`config.mk`:
```
export PLATFORM = sky130hd
export DESIGN_NAME = plipt_queue
export DESIGN_NICKNAME = d
export VERILOG_FILES = /design/src/hw/rtl/plipt_pkg.sv /design/src/hw/rtl/plipt_queue.sv
export SDC_FILE = /design/constraint.sdc
export NUM_CORES = 1
export LEC_CHECK = 0
export ABC_AREA = 1
export BUFFER_PORTS_ARGS = -buffer_cell sky130_fd_sc_hd__buf_2
export CORE_MARGIN = 2
export CORE_UTILIZATION = 57
export DETAILED_ROUTE_END_ITERATION = 10
export GPL_TIMING_DRIVEN = 0
export PLACE_DENSITY_LB_ADDON = 0.08
export SYNTH_ARGS = -nofsm -noshare
export SYNTH_HDL_FRONTEND = slang
export SYNTH_SLANG_ARGS = --single-unit
```
`constraint.sdc`:
```
create_clock -name clock -period 18.85 [get_ports clock]
set_clock_uncertainty 0.1 [all_clocks]
set_input_delay 1.885 -clock clock [delete_from_list [all_inputs] [get_ports clock]]
set_output_delay 1.885 -clock clock [all_outputs]
set_load 0.02 [all_outputs]
```
`src/hw/rtl/plipt_pkg.sv`:
```
// Shared widths, register indexes and item types of the plane/line intersector.
`default_nettype none
package plipt_pkg;

   localparam int CW = 32;            // coordinate width
   localparam int FB = 16;            // fraction bits
   localparam int VW = CW + 1;        // direction width (difference of two coordinates)
   localparam int PW = CW + VW;       // one product n*v or n*p
   localparam int NW = PW + 3;        // sum of up to four terms, then negated
   localparam int AW = NW;            // magnitude of numerator or denominator
   localparam int RW = AW + CW;       // divider remainder
   localparam int OW = PW - FB + 1;   // coordinate before clamping
   localparam int EW = 32;            // epsilon register width
   localparam int IW = 3;             // register index width
   localparam int QD = 4;             // queue depth
   localparam int QA = $clog2(QD);

   typedef enum logic [IW-1:0] {
      REG_NORMAL_A = 3'd0,
      REG_NORMAL_B = 3'd1,
      REG_NORMAL_C = 3'd2,
      REG_OFFSET_D = 3'd3,
      REG_EPSILON  = 3'd4
   } csr_index_type;

   typedef struct packed {
      logic [CW-1:0] a;
      logic [CW-1:0] b;
      logic [CW-1:0] c;
      logic [CW-1:0] d;
      logic [EW-1:0] eps;
   } plane_type;

   typedef struct packed {
      logic                seg;
      logic [2:0][CW-1:0]  p;
      logic [2:0][VW-1:0]  v;
   } geom_type;

   typedef struct packed {
      logic                nohit;
      logic                ovf;
      logic                tneg;
      logic [AW-1:0]       ad;
      logic [AW-1:0]       an;
      geom_type            geom;
   } item_type;

endpackage
`default_nettype wire

```
`src/hw/rtl/plipt_queue.sv`:
```
// Short request queue between the classifying front and the dividing back.
`default_nettype none
module plipt_queue (
   input  wire logic                 clock,
   input  wire logic                 reset,
   input  wire logic                 push,
   input  wire plipt_pkg::item_type  push_item,
   output logic                      full,
   input  wire logic                 pop,
   output logic                      empty,
   output plipt_pkg::item_type       head
);
   import plipt_pkg::*;

   item_type        mem_ff [QD];
   logic [QA-1:0]   wr_ptr_ff, rd_ptr_ff;
   logic [QA:0]     count_ff;
   logic            do_push, do_pop;

   assign full    = count_ff == (QA+1)'(QD);
   assign empty   = count_ff == '0;
   assign head    = mem_ff[rd_ptr_ff];
   assign do_push = push && !full;
   assign do_pop  = pop && !empty;

   always_ff @(posedge clock) begin
      if (reset) begin
         wr_ptr_ff <= '0;
         rd_ptr_ff <= '0;
         count_ff  <= '0;
      end else begin
         if (do_push) wr_ptr_ff <= wr_ptr_ff + 1'b1;
         if (do_pop)  rd_ptr_ff <= rd_ptr_ff + 1'b1;
         if (do_push && !do_pop) count_ff <= count_ff + 1'b1;
         else if (do_pop && !do_push) count_ff <= count_ff - 1'b1;
      end
   end

   always_ff @(posedge clock) begin
      if (do_push) mem_ff[wr_ptr_ff] <= push_item;
   end

endmodule
`default_nettype wire

```
Yosys cells after proc, flatten, opt, wreduce, memory -nomap -nowiden
Memories as Yosys holds them, arrays and structs flattened. A register that Yosys moved wholly into a read port is not among the register bits.
Index checks and enable logic that the tools add are counted.
- input bits: 339
- memories kept: 1
- bits in writable memories: 1340
- register bits: 7
- output and inout bits: 337
- logic and storage cells: 25
- memory list (name ; words ; width ; read ports ; clocked after Yosys merged registers in ; write ports ; line ; text):
    mem_ff ; 4 ; 335 ; 1 ; 1 ; 1 ; plipt_queue.sv:15 ; item_type mem_ff [QD];
- mux-type cells: 6
- equal/unequal tests: 1
- reductions and logical operators: 10
- add/sub/neg operators: 4
- operators with widths (operator ; count):
    3-bit two-way mux ; 2
    2-bit by 1-bit adder with 2-bit output, second input constant ; 2
    1-bit logical AND ; 4
    1-bit zero test ; 4
    2-bit two-way mux ; 2
    3-bit by 1-bit adder with 3-bit output, second input constant ; 1
    3-bit == test, second input constant ; 1
    3-bit zero test ; 1
    3-bit by 1-bit subtractor with 3-bit output, second input constant ; 1
    1-bit two-way mux ; 2
    2-bit nonzero test ; 1

Depth between registers and ports, before layout
Gate-level depths: netlist of run 1.
- word-level depth: 7
- depth in mapped cells: 13
- mapped depth without buffers: 13

Worst setup path before layout of run 1
OpenSTA, ideal clock, no wires.
- path kind: input to register
- start point: input port push
- end point: memory mem_ff[0][0] (netlist name), enable pin
- setup slack: 1.851 ns
- setup time: 1.039 ns
- data required time: 17.711 ns
- cell stages on the path: 2
- arrival time: 15.860 ns
- buffers on the path: 0
- cells stage by stage: nand2_1 -> nor2_1
- longest elaborated chain between the ends: 3
- RTL lines (element ; line ; text):
    start, declared ; plipt_queue.sv:6 ; input wire logic push,
    1-bit logical AND ; plipt_queue.sv:23 ; assign do_push = push && !full;
    1-bit two-way mux ; plipt_queue.sv:40 ; if (do_push) mem_ff[wr_ptr_ff] <= push_item;
    1-bit two-way mux (implied by the code) ; plipt_queue.sv:40 ;
    end, declared ; plipt_queue.sv:15 ;
No other way between the ends.

==> impl_metrics.py, run 1 <==
metrics = {
    "status": {
        "status": "finished clean",
    },
    "min_path": {
        "hold_path_class": "reg -> reg",
        "min_path_cells": 2,
    },
    "cts": {
        "post-cts-setup-buffers": 0,
        "cts_max_level": 4,
        "clock_path_buffers": 3,
        "cts_resized": 0,
        "cts_tree": "done",
        "root_buffer": "clkbuf_16",
        "clk_latency_ps": 730,
        "clk_pin_slew_ps": 60,
        "cts_num_sinks": 1349,
        "postCtsHoldBufs": 0,
        "cts_buffers": 138,
    },
    "logic_synthesis": {
        "synthCells": 3310,
        "synth_top_cell_by_area": "edfxtp_1",
        "synth_top_area_share_pct": 80.7,
        "synth_ff_type": "edfxtp_1",
        "synth-edff-count": 1340,
        "synthTopCellsByArea": "edfxtp_1, o21ai_0, nor2_1",
        "synth.most_common_cell": "edfxtp_1",
        "synth-seq-cells": 1349,
        "yosysWarnings": 0,
        "synth_async_sr_flop_share_pct": 0,
        "synth_area_per_cell_um2": 15.1,
        "synthTopCellsByCount": "edfxtp_1, nor2_1, o21ai_0",
        "synth_fp_nets": 3655,
        "synth_cell_types": 21,
        "yosysSeqAreaShare_pct": 81.1,
        "netlist_area_um2": 49800,
    },
    "sta": {
        "postLayoutSetupSlackWorst_ps": 13690,
        "drv_slew": 0,
        "setup_viol": 0,
        "fmax_mhz": 194,
        "setup_tns_ps": 0,
        "rsz0062_at_grt": "no",
        "min_period_over_period_pct": 27.4,
        "hold_viol": 0,
        "period_needed_ps": 5160,
        "relSlewSlack_pct": 52.1,
        "worstMarginPinSlew_ps": 717,
        "whs_ps": 393,
    },
    "detailed_routing": {
        "wl_per_cell_um": 24.3,
        "drtPass1Iterations": 6,
        "first_iter_violations": 2910,
        "drc": 0,
        "wl_um": 133000,
        "ant_nets": 0,
        "viasPerCell": 5.77,
        "num_vias": 31600,
    },
    "critical_path": {
        "path_cells": "inv_1 > buf_2 > buf_2 > clkbuf_1 > o21ai_0 > o22ai_1 > buf_2",
        "required_ps": 16860,
        "cpPeakStageDelay_ps": 490,
        "r2r_cells": 8,
        "critical_path.slowest_cell": "buf_2",
        "crit_type": "reg -> out",
        "worstPathArrival_ps": 3170,
        "worst-path-max-fanout": 10,
        "critPathCaptureType": "output port",
        "cp-start-kind": "flop",
        "crit_top_cell": "buf_2",
    },
    "floorplanning": {
        "start_util_pct": 57.4,
        "core-area_um2": 86800,
        "die_y_um": 300,
        "die_area_um2": 89800,
        "rows": 108,
        "io-pin-count": 676,
        "die_w_um": 300,
    },
    "global_route": {
        "grt_pass1_vias": 30400,
        "grt_overflow": 0,
        "grt_pass1_wl_um": 192000,
        "antenna_found_initial": 66,
        "grt_usage_pct": 29.2,
        "grt_max_degree": 30,
    },
    "power": {
        "p_total_mw": 8.71,
        "power_density_nw_per_um2": 145,
        "pwr-share-seq_pct": 42.5,
        "total_switching_power_mw": 2.93,
        "pwr-share-comb_pct": 28.4,
        "p_clk_share_pct": 29.2,
        "internal-power_mw": 5.78,
        "peakVddDrop_uv": 110,
        "leakage_nw": 21.0,
        "swShare_pct": 33.6,
    },
    "final_layout": {
        "syn2layout_area_growth_pct": 20.9,
        "stdcell_area_um2": 60300,
        "final_nets": 4528,
        "fin_util_pct": 69.5,
        "instances_no_fill": 5481,
        "layout-drive-gt1-share_pct": 23.0,
    },
    "placed_design": {
        "hpwl_um": 88600,
        "dpl_cell_area_um2": 56000,
        "place_congestion": 0.813,
        "place_inst": 5198,
        "portBuffers": 675,
        "pre_cts_slack_ps": 14490,
    },
    "run": {
        "maxCapViolCount": 0,
    },
}
-- flip-flops by register name, summed over array words and instances (netlist names), named ones only --
name / count
count_ff: 3
mem_ff: 1340
rd_ptr_ff: 2
wr_ptr_ff: 2
-- worst max-delay path: cells and delay by family, from the launching register on --
family,cells,cell delay [ps]
buf+inv,5,1630
flops,1,340
compound gates,2,450
-- cell families after synthesis --
logic type      share of synthesized area (%)
compound gates                           11.0
buf+inv                                  2.37
fa+ha+maj                               0.166
simple gates                             5.37
flops                                    81.1
xor+xnor                               0.0176
-- power groups by stage --
| stage | clock network [mW] | logic, mW | registers (mW) |
|---|---|---|---|
| after floorplan | 0 | 1.37 | 3.93 |
| after global placement | 0 | 2.36 | 4.09 |
| after detailed placement | 0 | 2.47 | 3.76 |
| after CTS | 2.57 | 2.48 | 3.70 |
| after global routing | 2.68 | 2.64 | 3.72 |
| final | 2.54 | 2.47 | 3.70 |
-- cell usage in the layout, fill, tap and decap left out, types with 5 or more instances in the layout --
cell	count
buf_16	15
clkinv_1	27
buf_6	25
dfxtp_1	9
clkinv_2	20
o22ai_1	335
buf_12	43
buf_2	692
nor2_1	670
nor2_2	10
diode_2	42
inv_6	5
ha_1	5
o21ai_0	671
clkbuf_1	200
nand2_1	15
clkbuf_16	145
buf_4	15
inv_1	17
edfxtp_1	1340
-- path summary, 6_finish.rpt --
check                                               start                       end  slack [ps]
worst max-delay path                                 flop                 head[206]       13690
worst min-delay path            rd_ptr_ff[1]$_SDFFE_PP0P_                      flop         390
worst max register to register   count_ff[0]$_SDFFE_PP0P_  mem_ff[1][316]$_DFFE_PP_       16020
worst min register to register  rd_ptr_ff[1]$_SDFFE_PP0P_                      flop         390
-- area by class of cell --
class,count,area [um^2]
clock buffer,181,3760
multi-input combinational,1720,8270
inverter,18,68.8
clock inverter,60,417
sequential,1349,40400
tap,1155,1450
timing repair buffer,733,4650
fill,6011,26500
buffer,223,1110
antenna,42,105
-- routing by layer --
layer / global-route usage [%] / wire length (um) / part of all wire [%] / up-vias
li1: - / - / - / 14400
met1: 36.1 / 49500 / 37 / 15600
met2: 47.3 / 66000 / 49 / 1258
met3: 9.25 / 12600 / 9.4 / 297
met4: 13.2 / 5050 / 3.8 / 52
met5: 0 / 320 / 0.24 / -
No activity file was read; power rests on OpenSTA's default activity.
==> run 2: changes to the inputs <==
- ABC_AREA: 1 -> 0
- clock period: 18.85 -> 5.3 ns (I/O delays scaled with it)
==> run 2 against run 1 <==
Sequential power rose to 3.5 times the previous value. Non-clock buffer count rose by 155. Sequential cell count did not move. Power rose to 3.5 times the previous value. Final cell count fell by 23%. First-iteration DRC count fell by 45%. Synthesized cell count fell by 46%. Critical path depth fell by 2. Combinational power rose to 3.2 times the previous value. Worst setup slack got worse by 12000 ps. Hold slack got worse by 310 ps.
==> impl_metrics.py, run 2 <==
metrics = {
    "logic_synthesis": {
        "synth_ff_type": "edfxtp_1",
        "synth_area_per_cell_um2": 27.1,
        "synthTopCellsByArea": "edfxtp_1, mux4_2, buf_2",
        "synth-edff-count": 1340,
        "synth_async_sr_flop_share_pct": 0,
        "synth_top_area_share_pct": 82.6,
        "yosysWarnings": 0,
        "synthCells": 1797,
        "synth_fa_ha_area_share_pct": 0.170,
        "synthTopCellsByCount": "edfxtp_1, mux4_2, buf_2",
        "synth.most_common_cell": "edfxtp_1",
        "synth_fp_nets": 2142,
        "synth-compound-area-share_pct": 0.0745,
        "yosysSeqAreaShare_pct": 83.0,
        "synth.mux.area_fraction_pct": 15.5,
        "synth_cell_types": 22,
        "netlist_area_um2": 48700,
        "yosys.area_share.simple_pct": 0.175,
        "synth_top_cell_by_area": "edfxtp_1",
        "synth-seq-cells": 1349,
        "synth-xor-area-share_pct": 0.0719,
        "synth_top_family_by_area": "multiplexers",
    },
    "sta": {
        "rsz0062_at_grt": "no",
        "postLayoutSetupSlackWorst_ps": 1310,
        "fmax_mhz": 251,
        "worstMarginPinSlew_ps": 1150,
        "hold_viol": 0,
        "setup_tns_ps": 0,
        "min_period_over_period_pct": 75.2,
        "drv_slew": 0,
        "period_needed_ps": 3990,
        "setup_viol": 0,
        "relSlewSlack_pct": 23.5,
    },
    "floorplanning": {
        "core-area_um2": 84900,
        "rows": 107,
        "die_w_um": 296,
        "die_y_um": 296,
        "start_util_pct": 57.4,
        "io-pin-count": 676,
        "die_area_um2": 87800,
    },
    "critical_path": {
        "critical_path.slowest_cell": "clkbuf_1",
        "critPathCaptureType": "output port",
        "worst-path-max-fanout": 10,
        "path_cells": "buf_2 > clkbuf_1 > buf_2 > mux4_2 > buf_2",
        "cp-start-kind": "flop",
        "required_ps": 4670,
        "cpPeakStageDelay_ps": 890,
        "r2r_cells": 6,
        "crit_top_cell": "buf_2",
        "worstPathArrival_ps": 3360,
        "crit_type": "reg -> out",
        "worst-path-buf-inv": 4,
        "crit_cells": 5,
        "crit_family": "buffers and inverters",
    },
    "detailed_routing": {
        "viasPerCell": 5.59,
        "wl_um": 107000,
        "drtPass1Iterations": 6,
        "wl_per_cell_um": 25.4,
        "drc": 0,
        "ant_nets": 0,
        "top_layer": "met5",
        "wl_met1_um": 38700,
        "routed-wl-met3_um": 8530,
        "first_iter_violations": 1597,
        "wl_met2_um": 56000,
        "num_vias": 23600,
    },
    "global_route": {
        "antenna_found_initial": 22,
        "grt_max_degree": 58,
        "grt_overflow": 0,
        "grt_usage_pct": 24.4,
        "grt_pass1_vias": 24700,
        "grt_pass1_wl_um": 155000,
    },
    "placed_design": {
        "portBuffers": 674,
        "place_inst": 3642,
        "pre_cts_slack_ps": 1990,
        "hpwl_um": 69400,
        "place_congestion": 0.770,
    },
    "cts": {
        "root_buffer": "clkbuf_16",
        "cts_buffers": 134,
        "cts_tree": "done",
        "clk_pin_slew_ps": 60,
        "cts_num_sinks": 1349,
        "clk_latency_ps": 700,
        "cts_max_level": 4,
        "clock_path_buffers": 3,
    },
    "final_layout": {
        "regMostFlops": "mem_ff",
        "final_nets": 3314,
        "syn2layout_area_growth_pct": 27.3,
        "largest_register_ffs": 1340,
        "layout_common_cells": "edfxtp_1, buf_2, mux4_2, dlygate4sd3_1, clkbuf_16",
        "layout-drive-gt1-share_pct": 41.8,
        "instances_no_fill": 4228,
        "fin_util_pct": 73.0,
        "reg_top3": "mem_ff (1340), count_ff (3)",
        "layout_commonest_cell": "edfxtp_1",
        "fill_cells": 5026,
    },
    "power": {
        "power_density_nw_per_um2": 487,
        "p_total_mw": 30.2,
        "leakage_nw": 21.1,
        "peakVddDrop_uv": 342,
    },
    "status": {
        "status": "finished clean",
    },
    "min_path": {
        "min_path_cells": 2,
        "hold_path_class": "in -> reg",
    },
    "run": {
        "maxCapViolCount": 0,
    },
}
run 2: cell count changes in the layout (fill, tap and decap cells not counted), sizes merged, moves of 15 or more:
cell / delta
buf: -24
clkbuf: -164
diode: -28
dlygate4sd3: +335
mux4: +335
nand2: -15
nor2: -678
o21ai: -669
o22ai: -335
run 2: area by class of cell:
type | instances | area, um^2 | area share (%)
flip-flops and latches | 1349 | 40400 | 65.2
clock buffers | 173 | 3580 | 5.78
well taps | 1144 | 1430 | 2.31
clock inverters | 64 | 746 | 1.20
diodes | 14 | 35.0 | 0.0565
inverters | 4 | 15.0 | 0.0242
plain buffers | 75 | 467 | 0.753
repair buffers | 1036 | 7470 | 12.1
multi-input cells | 369 | 7810 | 12.6
run 2: per-stage QoR:
step	instance area, um^2	hold slack, ps
5_1_grt	62000	83.7
4_1_cts	61900	25.0
3_5_place_dp	54300	429
3_3_place_gp	53500	396
6_report	62000	83.8
2_1_floorplan	48700	382
run 2: worst paths after layout:
check                                               start                        end  slack (ps)
worst max-delay path                                 flop                   head[91]        1310
worst max register to register   count_ff[0]$_SDFFE_PP0P_     mem_ff[3][4]$_DFFE_PP_        2410
worst min-delay path                                reset                       flop          80
worst min register to register  rd_ptr_ff[1]$_SDFFE_PP0P_  rd_ptr_ff[1]$_SDFFE_PP0P_         450
run 2: metal layers:
metal	up-vias	track usage, %
li1	10200	-
met1	12300	30.2
met2	841	41.0
met3	204	6.84
met4	16	10.3
met5	-	0
run 2: logic make-up after synthesis:
| group | Yosys count |
|---|---|
| flip-flops | 1349 |
| multiplexers | 337 |
| buffers and inverters | 79 |
| AND/OR/NAND/NOR | 16 |
| AO/OA/AOI/OAI | 6 |
| adder cells (fa/ha/maj) | 6 |
| XOR/XNOR | 4 |
run 2: power by group:
part | internal (mW) | switching (mW) | total [mW]
Clock | 5.39 | 3.84 | 9.23
Sequential | 12.8 | 0.207 | 13.0
Combinational | 3.26 | 4.69 | 7.95
Total | 21.5 | 8.74 | 30.2
run 2: repair_timing:
action                     CTS  global route
resized for setup            0             0
setup buffers                0             0
hold buffers               335             0
hold endpoints to repair  1340             0
==> run 3: changes to the inputs <==
- ABC_AREA: 0 -> 1
- clock period: 5.3 -> 4 ns (I/O delays scaled with it)
==> run 3 against run 2 <==
Sequential share of layout area decreased by 1.8 points. Routed wire length increased by 30%. First-iteration DRC count increased by 99%. Worst setup slack got worse by 980 ps. Final cell count increased by 37%. Critical path depth increased by 2. Sequential power increased by 34%. Hold slack improved by 220 ps. Largest power group unchanged. Combinational power increased by 52%. Core utilization increased by 0.49 points. Power increased by 39%. Design area increased by 2.9%. Critical path type unchanged.
==> impl_metrics.py, run 3 (synthesis gave the netlist of run 1 again) <==
metrics = {
    "critical_path": {
        "critPathCaptureType": "output port",
        "crit_top_cell": "buf_2",
        "path_cells": "inv_1 > buf_2 > buf_2 > clkbuf_1 > o21ai_0 > o22ai_1 > buf_2",
        "crit_cells": 7,
        "cp-start-kind": "flop",
        "r2r_cells": 8,
        "crit_type": "reg -> out",
        "worst-path-max-fanout": 10,
        "required_ps": 3500,
        "crit_family": "buffers and inverters",
        "worst-path-buf-inv": 5,
        "cpPeakStageDelay_ps": 450,
        "critical_path.slowest_cell": "buf_2",
        "worstPathArrival_ps": 3170,
    },
    "global_route": {
        "grt_max_degree": 31,
        "grt_pass1_vias": 33100,
        "grt_overflow": 0,
        "grt_pass1_wl_um": 203000,
        "antenna_found_initial": 26,
        "grt_usage_pct": 30.4,
    },
    "sta": {
        "setup_viol": 0,
        "drv_slew": 0,
        "worstMarginPinSlew_ps": 941,
        "min_period_over_period_pct": 91.7,
        "relSlewSlack_pct": 37.1,
        "hold_viol": 0,
        "fmax_mhz": 273,
        "setup_tns_ps": 0,
        "period_needed_ps": 3670,
        "rsz0062_at_grt": "no",
    },
    "placed_design": {
        "place_congestion": 0.811,
        "hpwl_um": 89300,
        "portBuffers": 675,
    },
    "cts": {
        "cts_buffers": 136,
        "clk_pin_slew_ps": 60,
        "cts_resized": 0,
        "cts_tree": "done",
        "clock_path_buffers": 3,
        "clk_latency_ps": 740,
        "cts_max_level": 4,
        "cts_num_sinks": 1349,
        "root_buffer": "clkbuf_16",
    },
    "run": {
        "maxCapViolCount": 0,
    },
    "detailed_routing": {
        "num_vias": 33500,
        "drtPass1Iterations": 5,
        "wl_per_cell_um": 24.0,
        "ant_nets": 0,
        "wl_um": 139000,
        "drc": 0,
        "first_iter_violations": 3176,
        "viasPerCell": 5.77,
    },
    "status": {
        "status": "finished clean",
    },
    "power": {
        "p_total_mw": 41.9,
        "power_density_nw_per_um2": 657,
        "leakage_nw": 22.5,
        "peakVddDrop_uv": 520,
    },
    "floorplanning": {
        "io-pin-count": 676,
        "core-area_um2": 86800,
        "die_w_um": 300,
        "rows": 108,
        "start_util_pct": 57.4,
        "die_y_um": 300,
        "die_area_um2": 89800,
    },
    "final_layout": {
        "regMostFlops": "mem_ff",
        "largest_register_ffs": 1340,
        "layout-drive-gt1-share_pct": 21.6,
        "layout_common_cells": "edfxtp_1, buf_2, o21ai_0, nor2_1, dlygate4sd3_1",
        "syn2layout_area_growth_pct": 28.0,
        "layout_commonest_cell": "edfxtp_1",
        "regArea_um2": 40400,
        "final_nets": 4865,
        "fill_cells": 5549,
        "reg_top3": "mem_ff (1340), count_ff (3)",
        "multi_input_area_um2": 8280,
    },
    "min_path": {
        "min_path_cells": 2,
        "hold_path_class": "in -> reg",
    },
}
==> run 3: metal layers <==
layer  wire, um  part of all wire [%]  track usage (%)
met5        131                 0.094                0
met4       6080                   4.4             13.1
met3      12800                   9.2             7.73
met2      68500                    49             49.8
met1      51700                    37             39.0
==> run 3: cell type report <==
class / instances / area share, %
Antenna cell: 26 / 0.102
Buffer: 223 / 1.75
Clock buffer: 166 / 5.70
Clock inverter: 80 / 1.08
Inverter: 18 / 0.108
Multi-Input combinational cell: 1720 / 13.0
Sequential cell: 1349 / 63.4
Tap cell: 1155 / 2.27
Timing Repair Buffer: 1072 / 12.6
==> run 3: per-stage QoR <==
stage               instances  hold slack (ps)  util, %  setup slack [ps]  area, um^2
finish                   5809              307     73.5               330       63800
global route             5798              289     73.5               227       63700
CTS                      5783              265     73.4               310       63700
detailed placement       5199              392     64.6              1140       56000
global placement         5140              387     63.1             -6000       54700
floorplan                3310              359        -             -2100       49900
==> run 3: power breakdown <==
| part | internal, mW | switching, mW |
|---|---|---|
| sequential | 17.1 | 0.296 |
| combinational | 3.46 | 8.60 |
| clock | 7.17 | 5.20 |
==> run 3: final timing paths <==
path	startpoint	endpoint	slack [ps]
worst min-delay path	push_item[247]	mem_ff[2][247]$_DFFE_PP_	310
worst min register to register	rd_ptr_ff[0]$_SDFFE_PP0P_	flop	400
worst max-delay path	flop	head[143]	330
worst max register to register	count_ff[0]$_SDFFE_PP0P_	mem_ff[1][127]$_DFFE_PP_	1250
==> run 3: what timing repair did <==
action,in CTS,in global routing
setup buffers,0,0
hold endpoints to repair,1349,0
hold buffers,338,0
==> run 3: worst reg2reg max path, cell delays in order, from the launching register on <==
cell and delay, ps:
dfxtp_2 370, nor2_2 60, nand2_2 110, nand2_4 110, nor2_4 730, buf_16 240, buf_16 190, buf_12 250
buf_12 250
